===== config.mk =====
export PLATFORM = sky130hd
export DESIGN_NAME = riscv_instruction_encoder
export DESIGN_NICKNAME = d
export VERILOG_FILES = /design/src/rtl/core/rvie_pkg.sv /design/src/rtl/core/riscv_instruction_encoder.sv
export SDC_FILE = /design/constraint.sdc
export NUM_CORES = 1
export LEC_CHECK = 0
export ABC_AREA = 1
export BUFFER_PORTS_ARGS = -buffer_cell sky130_fd_sc_hd__buf_2
export CORE_MARGIN = 3
export CORE_UTILIZATION = 54
export CTS_BUF_LIST = sky130_fd_sc_hd__clkbuf_8
export CTS_CLUSTER_SIZE = 24
export DETAILED_ROUTE_END_ITERATION = 10
export PLACE_DENSITY_LB_ADDON = 0.12
export SLEW_MARGIN = 20
export SYNTH_ARGS = -nofsm -noshare
export SYNTH_HDL_FRONTEND = slang
export SYNTH_SLANG_ARGS = --single-unit
export TNS_END_PERCENT = 100

===== constraint.sdc =====
create_clock -name i_clk -period 4.7 [get_ports i_clk]
set_input_delay 0.47 -clock i_clk [delete_from_list [all_inputs] [get_ports i_clk]]
set_output_delay 0.47 -clock i_clk [all_outputs]
set_load 0.02 [all_outputs]

===== src/rtl/core/rvie_pkg.sv =====
`default_nettype none
// ---------------------------------------------------------------------------
// Instruction encoder package
// Transfer types, opcode table and error codes of the instruction encoder.
// ---------------------------------------------------------------------------
package rvie_pkg;

    typedef enum logic [2:0] {
        FMT_R,
        FMT_I,
        FMT_S,
        FMT_SB,
        FMT_U,
        FMT_UJ
    } t_fmt;

    typedef enum logic [2:0] {
        ERR_OK    = 3'd0,
        ERR_IMM   = 3'd1,
        ERR_OFS   = 3'd2,
        ERR_LABEL = 3'd3,
        ERR_MNEM  = 3'd4
    } t_err;

    // Mnemonic ids, in table order; the last value marks an unknown mnemonic.
    typedef enum logic [4:0] {
        MN_ADD, MN_SUB, MN_SLL, MN_SLT, MN_SRA, MN_SRL, MN_AND, MN_OR,
        MN_XOR, MN_MUL, MN_DIV, MN_REM, MN_ADDI, MN_ANDI, MN_ORI, MN_JALR,
        MN_LB, MN_LH, MN_LW, MN_LD, MN_SB, MN_SH, MN_SW, MN_SD,
        MN_BEQ, MN_BNE, MN_BLT, MN_BGE, MN_LUI, MN_AUIPC, MN_JAL,
        MN_UNKNOWN = 5'd31
    } t_mnemonic;

    localparam logic [6:0] OPC_OP     = 7'h33;
    localparam logic [6:0] OPC_OP_IMM = 7'h13;
    localparam logic [6:0] OPC_JALR   = 7'h67;
    localparam logic [6:0] OPC_LOAD   = 7'h03;
    localparam logic [6:0] OPC_STORE  = 7'h23;
    localparam logic [6:0] OPC_BRANCH = 7'h63;
    localparam logic [6:0] OPC_LUI    = 7'h37;
    localparam logic [6:0] OPC_AUIPC  = 7'h17;
    localparam logic [6:0] OPC_JAL    = 7'h6F;

    localparam logic [6:0] F7_BASE = 7'h00;
    localparam logic [6:0] F7_ALT  = 7'h20;
    localparam logic [6:0] F7_MULT = 7'h01;

    // The one value that passes the sign check on bits 31..20 but still lies
    // above the U immediate bound, so it is rejected on its own.
    localparam logic [31:0] U_IMM_EXCLUDED = 32'h000F_FFFF;

    typedef struct packed {
        logic [4:0]         func;
        logic [4:0]         rd;
        logic [4:0]         rs1;
        logic [4:0]         rs2;
        logic signed [31:0] imm;
        logic [31:0]        target_addr;
        logic               label_found;
        logic [31:0]        pc;
    } t_enc_in;

    typedef struct packed {
        logic [31:0] machine_word;
        logic [2:0]  error_code;
    } t_enc_out;

    typedef struct packed {
        logic       known;
        logic [6:0] opc;
        logic [2:0] f3;
        logic [6:0] f7;
        t_fmt       fmt;
    } t_op_entry;

    function automatic t_op_entry rvie_lookup(input logic [4:0] func);
        t_op_entry e;
        e = '{known: 1'b1, opc: OPC_OP, f3: 3'd0, f7: F7_BASE, fmt: FMT_R};
        unique case (t_mnemonic'(func))
            MN_ADD:   e = '{1'b1, OPC_OP,     3'd0, F7_BASE, FMT_R};
            MN_SUB:   e = '{1'b1, OPC_OP,     3'd0, F7_ALT,  FMT_R};
            MN_SLL:   e = '{1'b1, OPC_OP,     3'd1, F7_BASE, FMT_R};
            MN_SLT:   e = '{1'b1, OPC_OP,     3'd2, F7_BASE, FMT_R};
            MN_SRA:   e = '{1'b1, OPC_OP,     3'd5, F7_ALT,  FMT_R};
            MN_SRL:   e = '{1'b1, OPC_OP,     3'd5, F7_BASE, FMT_R};
            MN_AND:   e = '{1'b1, OPC_OP,     3'd7, F7_BASE, FMT_R};
            MN_OR:    e = '{1'b1, OPC_OP,     3'd6, F7_BASE, FMT_R};
            MN_XOR:   e = '{1'b1, OPC_OP,     3'd4, F7_BASE, FMT_R};
            MN_MUL:   e = '{1'b1, OPC_OP,     3'd0, F7_MULT, FMT_R};
            MN_DIV:   e = '{1'b1, OPC_OP,     3'd4, F7_MULT, FMT_R};
            MN_REM:   e = '{1'b1, OPC_OP,     3'd6, F7_MULT, FMT_R};
            MN_ADDI:  e = '{1'b1, OPC_OP_IMM, 3'd0, F7_BASE, FMT_I};
            MN_ANDI:  e = '{1'b1, OPC_OP_IMM, 3'd7, F7_BASE, FMT_I};
            MN_ORI:   e = '{1'b1, OPC_OP_IMM, 3'd6, F7_BASE, FMT_I};
            MN_JALR:  e = '{1'b1, OPC_JALR,   3'd0, F7_BASE, FMT_I};
            MN_LB:    e = '{1'b1, OPC_LOAD,   3'd0, F7_BASE, FMT_I};
            MN_LH:    e = '{1'b1, OPC_LOAD,   3'd1, F7_BASE, FMT_I};
            MN_LW:    e = '{1'b1, OPC_LOAD,   3'd2, F7_BASE, FMT_I};
            MN_LD:    e = '{1'b1, OPC_LOAD,   3'd3, F7_BASE, FMT_I};
            MN_SB:    e = '{1'b1, OPC_STORE,  3'd0, F7_BASE, FMT_S};
            MN_SH:    e = '{1'b1, OPC_STORE,  3'd1, F7_BASE, FMT_S};
            MN_SW:    e = '{1'b1, OPC_STORE,  3'd2, F7_BASE, FMT_S};
            MN_SD:    e = '{1'b1, OPC_STORE,  3'd3, F7_BASE, FMT_S};
            MN_BEQ:   e = '{1'b1, OPC_BRANCH, 3'd0, F7_BASE, FMT_SB};
            MN_BNE:   e = '{1'b1, OPC_BRANCH, 3'd1, F7_BASE, FMT_SB};
            MN_BLT:   e = '{1'b1, OPC_BRANCH, 3'd4, F7_BASE, FMT_SB};
            MN_BGE:   e = '{1'b1, OPC_BRANCH, 3'd5, F7_BASE, FMT_SB};
            MN_LUI:   e = '{1'b1, OPC_LUI,    3'd0, F7_BASE, FMT_U};
            MN_AUIPC: e = '{1'b1, OPC_AUIPC,  3'd0, F7_BASE, FMT_U};
            MN_JAL:   e = '{1'b1, OPC_JAL,    3'd0, F7_BASE, FMT_UJ};
            default:  e = '{1'b0, OPC_OP,     3'd0, F7_BASE, FMT_R};
        endcase
        return e;
    endfunction

endpackage
`default_nettype wire


===== src/rtl/core/riscv_instruction_encoder.sv =====
`default_nettype none
// ---------------------------------------------------------------------------
// RISC-V instruction encoder
// Packs one resolved instruction into a 32-bit machine word with error check.
// ---------------------------------------------------------------------------
// Usage:
// An instruction is transferred in at a rising clock edge where start is high
// and busy is low. The payload i_item carries the mnemonic id, register
// numbers, immediate, label address, label-found flag and instruction address.
// The block registers the instruction, looks up the opcode table, forms the
// branch or jump offset with one 32-bit subtraction, checks ranges and packs
// the word, all in combinational logic, then registers the result.
// A result appears with o_strobe high for exactly one cycle, once its input
// has passed the input and output registers. Throughput is one instruction
// per cycle while busy is low; the table lookup and offset subtraction set the
// critical path. There is no output stall: the receiver must take each result
// in the cycle it is strobed, so no backpressure path exists.
// Synchronous active-low reset drops both valid flags and holds busy high
// until the first edge after reset is released; no transfer is taken during
// reset. On any error the word is zero and error_code says why.
// ---------------------------------------------------------------------------
module riscv_instruction_encoder
    import rvie_pkg::*;
(
    input  wire logic     i_clk,
    input  wire logic     i_rst_n,
    input  wire logic     start,
    output logic          busy,
    input  wire t_enc_in  i_item,
    output logic          o_strobe,
    output t_enc_out      o_result
);

    // Set at the first edge after reset is released; gates input transfers.
    logic     r_up;
    logic     r_in_vld;
    t_enc_in  r_in;
    logic     r_out_vld;
    t_enc_out r_out;

    t_op_entry   op;
    logic [31:0] ofs;
    logic [31:0] imm_bits;
    logic        imm12_ok;
    logic        immu_ok;
    logic        sb_ok;
    logic        uj_ok;
    t_enc_out    n_out;

    assign busy = ~r_up;

    always_ff @(posedge i_clk) begin
        if (!i_rst_n) begin
            r_up      <= 1'b0;
            r_in_vld  <= 1'b0;
            r_out_vld <= 1'b0;
        end else begin
            r_up      <= 1'b1;
            r_in_vld  <= start & r_up;
            r_out_vld <= r_in_vld;
        end
    end

    // Payload registers carry no reset; the valid flags qualify them.
    always_ff @(posedge i_clk) begin
        if (start && r_up) begin
            r_in <= i_item;
        end
        r_out <= n_out;
    end

    // Range checks reduce to sign-bit agreement over the upper bits.
    assign op       = rvie_lookup(r_in.func);
    assign ofs      = r_in.target_addr - r_in.pc;
    assign imm_bits = r_in.imm;
    assign imm12_ok = (&imm_bits[31:11]) | ~(|imm_bits[31:11]);
    assign immu_ok  = ((&imm_bits[31:20]) | ~(|imm_bits[31:20]))
                      && (imm_bits != U_IMM_EXCLUDED);
    assign sb_ok    = ~ofs[0] && ((&ofs[31:12]) | ~(|ofs[31:12]));
    assign uj_ok    = ~ofs[0] && ((&ofs[31:20]) | ~(|ofs[31:20]));

    always_comb begin
        n_out.machine_word = '0;
        n_out.error_code   = ERR_OK;
        if (!op.known) begin
            n_out.error_code = ERR_MNEM;
        end else begin
            unique case (op.fmt)
                FMT_R: begin
                    n_out.machine_word = {op.f7, r_in.rs2, r_in.rs1, op.f3,
                                          r_in.rd, op.opc};
                end
                FMT_I: begin
                    if (!imm12_ok) begin
                        n_out.error_code = ERR_IMM;
                    end else begin
                        n_out.machine_word = {imm_bits[11:0], r_in.rs1, op.f3,
                                              r_in.rd, op.opc};
                    end
                end
                FMT_S: begin
                    if (!imm12_ok) begin
                        n_out.error_code = ERR_IMM;
                    end else begin
                        n_out.machine_word = {imm_bits[11:5], r_in.rs2, r_in.rs1,
                                              op.f3, imm_bits[4:0], op.opc};
                    end
                end
                FMT_SB: begin
                    if (!r_in.label_found) begin
                        n_out.error_code = ERR_LABEL;
                    end else if (!sb_ok) begin
                        n_out.error_code = ERR_OFS;
                    end else begin
                        n_out.machine_word = {ofs[12], ofs[10:5], r_in.rs2,
                                              r_in.rs1, op.f3, ofs[4:1], ofs[11],
                                              op.opc};
                    end
                end
                FMT_U: begin
                    if (!immu_ok) begin
                        n_out.error_code = ERR_IMM;
                    end else begin
                        n_out.machine_word = {imm_bits[19:0], r_in.rd, op.opc};
                    end
                end
                FMT_UJ: begin
                    if (!r_in.label_found) begin
                        n_out.error_code = ERR_LABEL;
                    end else if (!uj_ok) begin
                        n_out.error_code = ERR_OFS;
                    end else begin
                        n_out.machine_word = {ofs[20], ofs[10:1], ofs[11],
                                              ofs[19:12], r_in.rd, op.opc};
                    end
                end
                default: begin
                    n_out.error_code = ERR_MNEM;
                end
            endcase
        end
    end

    assign o_strobe = r_out_vld;
    assign o_result = r_out;

endmodule
`default_nettype wire


==> results_dict.tcl <==
set metrics [dict create \
    status "complete, no violations" \
    required_ns 5.11 \
    dr_wl_met2_mm 9.86 \
    slowest_delay_ns 0.39 \
    whs_ns 0.123 \
    drc 0 \
    total_power_uw 3330 \
    synth_seq_cells 168 \
    stdcell_area_um2 10500 \
    cpMaxStageDelayCell "ha_1" \
    grt_overflow_total 0 \
    drt-met1-wl_mm 9.85 \
    synthArstFlopShare_pct 0 \
    drv_cap 0 \
    htree_levels 4 \
    place_area_um2 10100 \
    fin_nets 1466 \
    worstSetupPathType "flop to flop" \
    post-place-cells 1502 \
    cts_tree "yes" \
    cts_hold_buf 0 \
    drt_iter0_markers 595 \
    final_common_cell "nand2_1" \
    via_per_inst 5.04 \
    syn_inst 1135 \
    crit_path_max_fanout 13 \
    setup_viol 0 \
    numCtsBuffers 17 \
    syn_avg_cell_area_um2 8.01 \
    clock.fmax_mhz 290 \
    skew_ns 0.0136 \
    wl_per_cell_um 14.3 \
    wl_met3_mm 1.89 \
    core_area_um2 16200 \
    wirelength_mm 21.9 \
    synthFlopType "edfxtp_1" \
    cts_root_buf "clkbuf_8" \
    gp_congestion 1.00 \
    grt_pass1_wl_mm 34.5 \
    clk_transition_reported_paths_ns 0.11 \
    dpl.hpwl_mm 17.2 \
    cpMostUsedCell "nand2_1" \
    cts_buffer_depth 2 \
    end_kind "flop" \
    hold_violations 0 \
    num_antenna_cells 0 \
    num_vias 7729 \
    timing.critical_path.cells "ha_1 -> nand2_1 -> nor2_1 -> nand2_1 -> inv_1 -> nand2_1 -> nand2_1 -> nand2_1 -> nand2_1 -> nand2_1 -> nand2_1 -> nand2_1 -> nor2_1 -> nand2_1 -> nand2_2 -> nand3_2 -> nand2_1 -> o21ai_2 -> nor2_1" \
    rsz0062_at_grt "false" \
    chipHeight_um 136 \
    finalCriticalPeriod_ns 3.45 \
    grt_max_degree 67 \
    synthesis.area_um2 9090 \
    worstMarginPinSlew_ns 0.900 \
    io_pins 157 \
    min_period_over_period_pct 73.4 \
    worstHoldPathCells 1 \
    most-common-layout-cells "nand2_1 (341), inv_1 (227), buf_2 (156)" \
    hp-class "primary input to flop" \
    ant_nets 0 \
    final_cells 1534 \
    die_w_um 136 \
    antenna_found_initial 0 \
    synth.net_count 1296 \
    cellPowerDensity_nw_per_um2 316 \
    relSlewSlack_pct 39.5 \
    first_pass_iters 6 \
    rows 46 \
    cts.sinks 168 \
    grt_pass1_vias 7183 \
    maxSlewViolCount 0 \
    synth_cell_type_count 40 \
    ys_seq_area_share_pct 49.9 \
    clock_latency_ns 0.47 \
    ys_warn_count 0 \
    worstSetupStartpointType "flop" \
    ir_worst_vdd_mv 0.267 \
    setup_tns_ns 0 \
    cts.repair.resized 0 \
    dieArea_um2 18400 \
    syn2layout_area_growth_pct 16.0 \
    cts_setup_buffers 0 \
    routed.top_layer "met4" \
    synth_edf_count 117 \
    worstPathArrival_ns 3.85 \
    grt_usage_pct 24.1 \
    initial_core_util_pct 56.2 \
    worstRegToRegCells 19 \
    drive_gt1_share_pct 17.6 \
    p_leak_uw 0.00532 \
    portBuffers 156 \
]
synthesized netlist by cell type, types with 9 or more instances:
cell      number  area share [%]
nand2_2       12            0.83
a21oi_1       35             1.9
nand3_1       66             3.6
o21ai_0       23             1.3
nand4_1       29             2.0
xor2_1         9            0.87
edfxtp_1     117              39
nor3_1        12            0.66
nand2_1      341              14
nor2_1        99             4.1
inv_1        228             9.4
ha_1          40             5.5
dfxtp_1       51              11
layer usage:
layer	vias up	GRT usage [%]
met5	-	0
met4	0	5.94
met3	36	6.65
met2	309	37.9
met1	3417	33.5
li1	3967	-
per-stage QoR:
stage | setup slack (ns) | utilization (%)
after floorplan | 0.378 | -
after global placement | 1.45 | 62.6
after detailed placement | 1.36 | 62.6
after CTS | 1.33 | 65.2
after global routing | 0.956 | 65.2
final | 1.25 | 65.2
critical path: cells and delay by family, from the launching register on:
family | cells | cell delay, ns
buffers and inverters | 1 | 0.08
AOI/OAI and AO/OA | 1 | 0.17
DFF | 1 | 0.38
adders and majority gates | 1 | 0.39
and+or+nand+nor | 16 | 2.36
kinds of logic (layout without fill, tap and decap cells):
family / after synthesis / count (layout) / synth area share [%]
XOR/XNOR: 12 / 12 / 1.16
AO/OA/AOI/OAI: 90 / 90 / 5.92
adder cells (fa/ha/maj): 41 / 41 / 5.72
buffers and inverters: 239 / 422 / 9.99
flip-flops: 168 / 168 / 49.9
AND/OR/NAND/NOR: 585 / 585 / 27.4
state kept, by name, summed over array words and instances (netlist names):
| name | count |
|---|---|
| imm_bits | 32 |
| o_result | 34 |
| o_strobe | 1 |
| op | 14 |
| r_in | 85 |
| r_in_vld | 1 |
| r_up | 1 |
power by group:
part	switching [µW]	internal, µW	leakage, µW
sequential	33.5	1670	0.00152
combinational	369	187	0.00360
clock	618	450	0.000203
cell type report:
| class | instances | area, µm² |
|---|---|---|
| well taps | 216 | 270 |
| clock buffers | 17 | 234 |
| repair buffers | 159 | 803 |
| clock inverters | 15 | 183 |
| flip-flops and latches | 168 | 4530 |
| inverters | 231 | 870 |
| multi-input cells | 728 | 3650 |
| fillers | 1432 | 5630 |
worst paths after layout:
| kind | start | slack [ns] | to |
|---|---|---|---|
| setup reg to reg | r_in[45] | 1.25 | o_result[9] |
| setup / recovery | r_in[45] | 1.25 | o_result[9] |
| hold / removal | i_rst_n | 0.12 | r_up |
| hold reg to reg | op[17] | 0.41 | o_result[7] |
(Power assumes the default switching activity.)
